[config.mk]
export PLATFORM = sky130hd
export DESIGN_NAME = rmq_div
export DESIGN_NICKNAME = d
export VERILOG_FILES = /design/src/hdl/rmq_pkg.sv /design/src/hdl/rmq_div.sv
export SDC_FILE = /design/constraint.sdc
export NUM_CORES = 2
export LEC_CHECK = 0
export ABC_AREA = 1
export BUFFER_PORTS_ARGS = -buffer_cell sky130_fd_sc_hd__buf_2
export CAP_MARGIN = 15
export CORE_UTILIZATION = 50
export CTS_BUF_LIST = sky130_fd_sc_hd__clkbuf_8 sky130_fd_sc_hd__clkbuf_16
export CTS_CLUSTER_SIZE = 14
export DETAILED_ROUTE_END_ITERATION = 10
export HOLD_SLACK_MARGIN = 0.06
export PLACE_DENSITY_LB_ADDON = 0.3
export SYNTH_ARGS = -nofsm -noshare
export SYNTH_HDL_FRONTEND = slang
export SYNTH_SLANG_ARGS = --single-unit
export TNS_END_PERCENT = 10
[constraint.sdc]
create_clock -name clk -period 6.9 [get_ports clk]
set_clock_uncertainty 0.2 [all_clocks]
set_input_delay 1.725 -clock clk [delete_from_list [all_inputs] [get_ports clk]]
set_output_delay 1.725 -clock clk [all_outputs]
set_load 0.05 [all_outputs]
[src/hdl/rmq_pkg.sv]
// shared constants and types for the rotation matrix to quaternion pipeline
package rmq_pkg;

	localparam int FRAC_BITS = 14;
	localparam int IN_W      = 16;
	localparam int TR_W      = IN_W + 2;
	localparam int SUM_W     = IN_W + 1;
	localparam int MAG_W     = IN_W + 1;
	// signed root argument: three diagonal terms plus one
	localparam int ARG_W     = (FRAC_BITS + 2 > 19) ? FRAC_BITS + 2 : 19;
	localparam int V_W       = ARG_W - 1 + FRAC_BITS;
	localparam int SQ_W      = (V_W + 1) / 2;
	localparam int REM_W     = SQ_W + 3;
	localparam int NUM_W     = ((MAG_W + FRAC_BITS + 1 > SQ_W + 1) ?
		MAG_W + FRAC_BITS + 1 : SQ_W + 1) + 1;
	localparam int DEN_W     = SQ_W + 2;
	// smallest root is 2^(FRAC_BITS/2), so the divisor is at least this power of two
	localparam int DMIN_LOG  = FRAC_BITS / 2 + 2;
	localparam int QUO_W     = NUM_W - DMIN_LOG;

	typedef enum logic [1:0] {
		AX_X = 2'd0,
		AX_Y = 2'd1,
		AX_Z = 2'd2
	} axis_t;

	typedef struct packed {
		logic  trace_pos;
		logic  degen;
		axis_t axis;
	} side_t;

endpackage

[src/hdl/rmq_div.sv]
// pipelined restoring divider, one quotient bit per stage
module rmq_div (
	input  logic                      clk,
	input  logic                      en,
	input  logic [rmq_pkg::NUM_W-1:0] num,
	input  logic [rmq_pkg::DEN_W-1:0] den,
	output logic [rmq_pkg::QUO_W-1:0] quo
);
	import rmq_pkg::*;

	logic [DEN_W-1:0] rem_s [QUO_W];
	logic [QUO_W-1:0] low_s [QUO_W];
	logic [QUO_W-1:0] quo_s [QUO_W];
	logic [DEN_W-1:0] den_s [QUO_W];

	logic [DEN_W-1:0] rem_d [QUO_W];
	logic [QUO_W-1:0] low_d [QUO_W];
	logic [QUO_W-1:0] quo_d [QUO_W];
	logic [DEN_W-1:0] den_d [QUO_W];

	always_comb begin
		logic [DEN_W-1:0] prem;
		logic [QUO_W-1:0] plow;
		logic [QUO_W-1:0] pq;
		logic [DEN_W-1:0] pd;
		logic [DEN_W:0]   rsh;
		logic             qbit;
		for (int k = 0; k < QUO_W; k++) begin
			if (k == 0) begin
				// top bits are always below the divisor
				prem = DEN_W'(num[NUM_W-1:QUO_W]);
				plow = num[QUO_W-1:0];
				pq   = '0;
				pd   = den;
			end else begin
				prem = rem_s[k-1];
				plow = low_s[k-1];
				pq   = quo_s[k-1];
				pd   = den_s[k-1];
			end
			rsh  = {prem, plow[QUO_W-1]};
			qbit = (rsh >= {1'b0, pd});
			rem_d[k] = qbit ? DEN_W'(rsh - {1'b0, pd}) : DEN_W'(rsh);
			low_d[k] = plow << 1;
			quo_d[k] = {pq[QUO_W-2:0], qbit};
			den_d[k] = pd;
		end
	end

	always_ff @(posedge clk) begin
		if (en) begin
			for (int k = 0; k < QUO_W; k++) begin
				rem_s[k] <= rem_d[k];
				low_s[k] <= low_d[k];
				quo_s[k] <= quo_d[k];
				den_s[k] <= den_d[k];
			end
		end
	end

	assign quo = quo_s[QUO_W-1];

endmodule

==> impl_metrics.sql <==
INSERT INTO impl_metrics (metric_group, metric, value, unit) VALUES
('pwr', 'power.static_leakage', '0.0382', 'uW'),
('synth', 'synth_nets', '8514', ''),
('pwr', 'power-per-cell-area', '429', 'nW/um^2'),
('placement', 'placed_cells', '10100', ''),
('sta', 'fin_worst_hold_slack', '206', 'ps'),
('sta', 'maxSlewHeadroom', '0.278', ''),
('floorplanning', 'dieArea', '154000', 'sq um'),
('global_routing', 'pin_count_of_the_biggest_net_entering_global_routing', '157', ''),
('placement', 'hpwlAfterDp', '130000', 'um'),
('synth', 'netlist_instances', '8014', ''),
('placement', 'pre_cts_slack', '2570', 'ps'),
('setup_path', 'worst-endpoint-required', '7230', 'ps'),
('status', 'run_status', 'complete, no violations', ''),
('global_routing', 'grt_first_pass_wirelength', '275000', 'um'),
('synth', 'synth_async_sr_flop_share', '0', ''),
('min_path', 'class_of_the_tightest_hold_or_removal_check', 'reg -> reg', ''),
('clocking', 'clk_latency', '800', 'ps'),
('synth', 'synthMostInstantiatedCell', 'sky130_fd_sc_hd__nand2_1', ''),
('synth', 'flops_latches_synth', '1404', ''),
('sta', 'timing_worst_slew_pin_value', '1080', 'ps'),
('floorplanning', 'num_ports', '77', ''),
('placement', 'port_buffer_cells', '76', ''),
('setup_path', 'cp-end-kind', 'flip-flop', ''),
('drt', 'drtPass1Iterations', '6', ''),
('drt', 'wl_per_cell', '16.8', 'um'),
('floorplanning', 'die-height', '393', 'um'),
('sta', 'grt_setup_unrepaired', 'false', ''),
('synth', 'synthesis.area', '76300', 'sq um'),
('clocking', 'clkSlewWorstSetupHoldPaths', '60', 'ps'),
('clocking', 'ctsLongestPathBuffers', '3', ''),
('floorplanning', 'floorplan.die.width', '393', 'um'),
('setup_path', 'cp_max_fo', '21', ''),
('setup_path', 'crit_slowest_cell', 'sky130_fd_sc_hd__nand2_1', ''),
('placement', 'place_congestion', '0.929', ''),
('synth', 'synth_commonest_cells', 'sky130_fd_sc_hd__nand2_1, sky130_fd_sc_hd__edfxtp_1, sky130_fd_sc_hd__inv_1, sky130_fd_sc_hd__nand3_1, sky130_fd_sc_hd__nor2_1', ''),
('synth', 'yosysTopAreaCell', 'sky130_fd_sc_hd__edfxtp_1', ''),
('global_routing', 'vias_in_the_first_global_route', '51000', ''),
('drt', 'wl', '174000', 'um'),
('clocking', 'tritoncts', 'yes', ''),
('sta', 'maxSlewViolCount', '0', ''),
('setup_path', 'cp.buffers_inverters', '3', ''),
('setup_path', 'cell_family_with_the_largest_share_of_critical_path_delay', 'simple AND/OR/NAND/NOR gates', ''),
('global_routing', 'antenna_violations_before_repair', '1', ''),
('final_layout', 'fraction_of_layout_cells_with_a_size_suffix_above_1', '0.0851', ''),
('synth', 'synth.lib_cells_used.distinct', '43', ''),
('synth', 'synth_top_cell_area_share', '0.553', ''),
('clocking', 'numCtsBuffers', '152', ''),
('floorplanning', 'floorplan.rows', '142', ''),
('sta', 'hold_violations', '0', ''),
('sta', 'final.setup.tns', '0', 'ps'),
('clocking', 'htree_levels', '4', ''),
('synth', 'syn_avg_cell_area', '9.52', 'sq um'),
('drt', 'detail-route-antenna-nets', '0', ''),
('final_layout', 'layout.cells.non_filler', '10300', ''),
('drt', 'drt-initial-drc-count', '4397', ''),
('clocking', 'cts-root-buf', 'sky130_fd_sc_hd__clkbuf_16', ''),
('pwr', 'worst_ir_drop_vdd', '296', 'uV'),
('global_routing', 'track_usage', '0.227', ''),
('synth', 'synthesis.yosys.warnings', '0', ''),
('pwr', 'post-layout-total-power', '36000', 'uW'),
('sta', 'layout_min_cycle_time', '3520', 'ps'),
('drt', 'viasPerCell', '5.19', ''),
('sta', 'final.setup.worst_slack', '3380', 'ps'),
('setup_path', 'cpMostUsedCell', 'sky130_fd_sc_hd__nand2_1', ''),
('clocking', 'postCtsHoldBufs', '0', ''),
('setup_path', 'worstPathArrival', '3840', 'ps'),
('final_layout', 'nets', '8693', ''),
('floorplanning', 'core_area', '151000', 'sq um'),
('final_layout', 'syn_to_final_growth', '10.1', '%'),
('global_routing', 'gr-total-overflow', '0', ''),
('setup_path', 'worstPathCellList', 'buf_2, inv_1, ha_1, fa_1, inv_1, nand3_1, nand2_1, nand3_1, nand4_1, nand2_1, nand2_1, o21ai_1', '');
-- logic make-up (layout without fill, tap and decap cells) --
kind of cell	after synthesis	count (layout)	share of synthesized area
XOR/XNOR	182	182	0.0209
AND/OR/NAND/NOR	4290	4290	0.249
buffers and inverters	1299	1606	0.0692
flip-flops	1404	1404	0.553
AO/OA/AOI/OAI	392	392	0.0328
adder cells (fa/ha/maj)	447	447	0.0756
-- final timing paths --
check / startpoint / end / slack [ps] / depth (start not counted)
setup / recovery: num[23] / rem_s[0][4] / 3380 / 12
hold / removal: low_s[0][39] / low_s[0][63] / 210 / 0
setup reg to reg: rem_s[0][87] / rem_s[0][107] / 3590 / 9
hold reg to reg: low_s[0][39] / low_s[0][63] / 210 / 0
-- metrics by stage --
| stage | instance area [sq um] | utilization |
|---|---|---|
| 3_5_place_dp | 78800 | 0.523 |
| 2_1_floorplan | 76300 | - |
| 5_1_grt | 84000 | 0.557 |
| 4_1_cts | 83900 | 0.557 |
| 3_3_place_gp | 78800 | 0.523 |
| 6_report | 84000 | 0.557 |
-- cell usage in the layout, fill, tap and decap left out, types with 9 or more instances in the layout --
| master | instances |
|---|---|
| sky130_fd_sc_hd__nand2_1 | 2530 |
| sky130_fd_sc_hd__edfxtp_1 | 1404 |
| sky130_fd_sc_hd__inv_1 | 1232 |
| sky130_fd_sc_hd__nand3_1 | 611 |
| sky130_fd_sc_hd__nor2_1 | 545 |
| sky130_fd_sc_hd__ha_1 | 424 |
| sky130_fd_sc_hd__a21oi_1 | 197 |
| sky130_fd_sc_hd__nand3b_1 | 173 |
| sky130_fd_sc_hd__xor2_1 | 173 |
| sky130_fd_sc_hd__clkbuf_16 | 153 |
| sky130_fd_sc_hd__nor3_1 | 89 |
| sky130_fd_sc_hd__nand2_2 | 83 |
| sky130_fd_sc_hd__buf_2 | 75 |
| sky130_fd_sc_hd__o21ai_2 | 70 |
| sky130_fd_sc_hd__nand4_1 | 58 |
| sky130_fd_sc_hd__nand3_2 | 54 |
| sky130_fd_sc_hd__o21ai_0 | 52 |
| sky130_fd_sc_hd__nor2_2 | 47 |
| sky130_fd_sc_hd__or2_2 | 40 |
| sky130_fd_sc_hd__clkinv_1 | 31 |
| sky130_fd_sc_hd__a21oi_2 | 29 |
| sky130_fd_sc_hd__clkinv_2 | 25 |
| sky130_fd_sc_hd__fa_1 | 23 |
| sky130_fd_sc_hd__o21bai_1 | 22 |
| sky130_fd_sc_hd__and2_1 | 19 |
| sky130_fd_sc_hd__bufinv_16 | 16 |
| sky130_fd_sc_hd__buf_4 | 15 |
| sky130_fd_sc_hd__inv_2 | 14 |
| sky130_fd_sc_hd__nand2_4 | 12 |
| sky130_fd_sc_hd__clkinv_16 | 11 |
| sky130_fd_sc_hd__clkinvlp_4 | 10 |
| sky130_fd_sc_hd__o21ai_1 | 9 |
| sky130_fd_sc_hd__xnor2_1 | 9 |
-- where the power goes --
| part | internal, uW | switching [uW] |
|---|---|---|
| clock | 4730 | 3500 |
| combinational | 5050 | 9860 |
| sequential | 11800 | 1080 |
| total | 21600 | 14400 |
-- flip-flops by register name (all words and copies together), names as in the netlist --
register,cells
rem_s,414
quo_s,300
low_s,276
den_s,414
-- layout make-up --
type / count / area, sq um
clock buffers: 153 / 3830
clock inverters: 129 / 1360
fillers: 13300 / 66700
inverters: 1225 / 4600
multi-input cells: 5311 / 28800
flip-flops and latches: 1404 / 42200
well taps: 2016 / 2520
repair buffers: 99 / 663
-- layer usage --
metal,GRT usage,vias up,share of wire
met5,0,-,0
met2,0.366,1447,0.46
met4,0.0649,0,0.025
met3,0.0306,271,0.053
li1,-,26800,-
met1,0.320,25100,0.46
(Power assumes the default switching activity.)
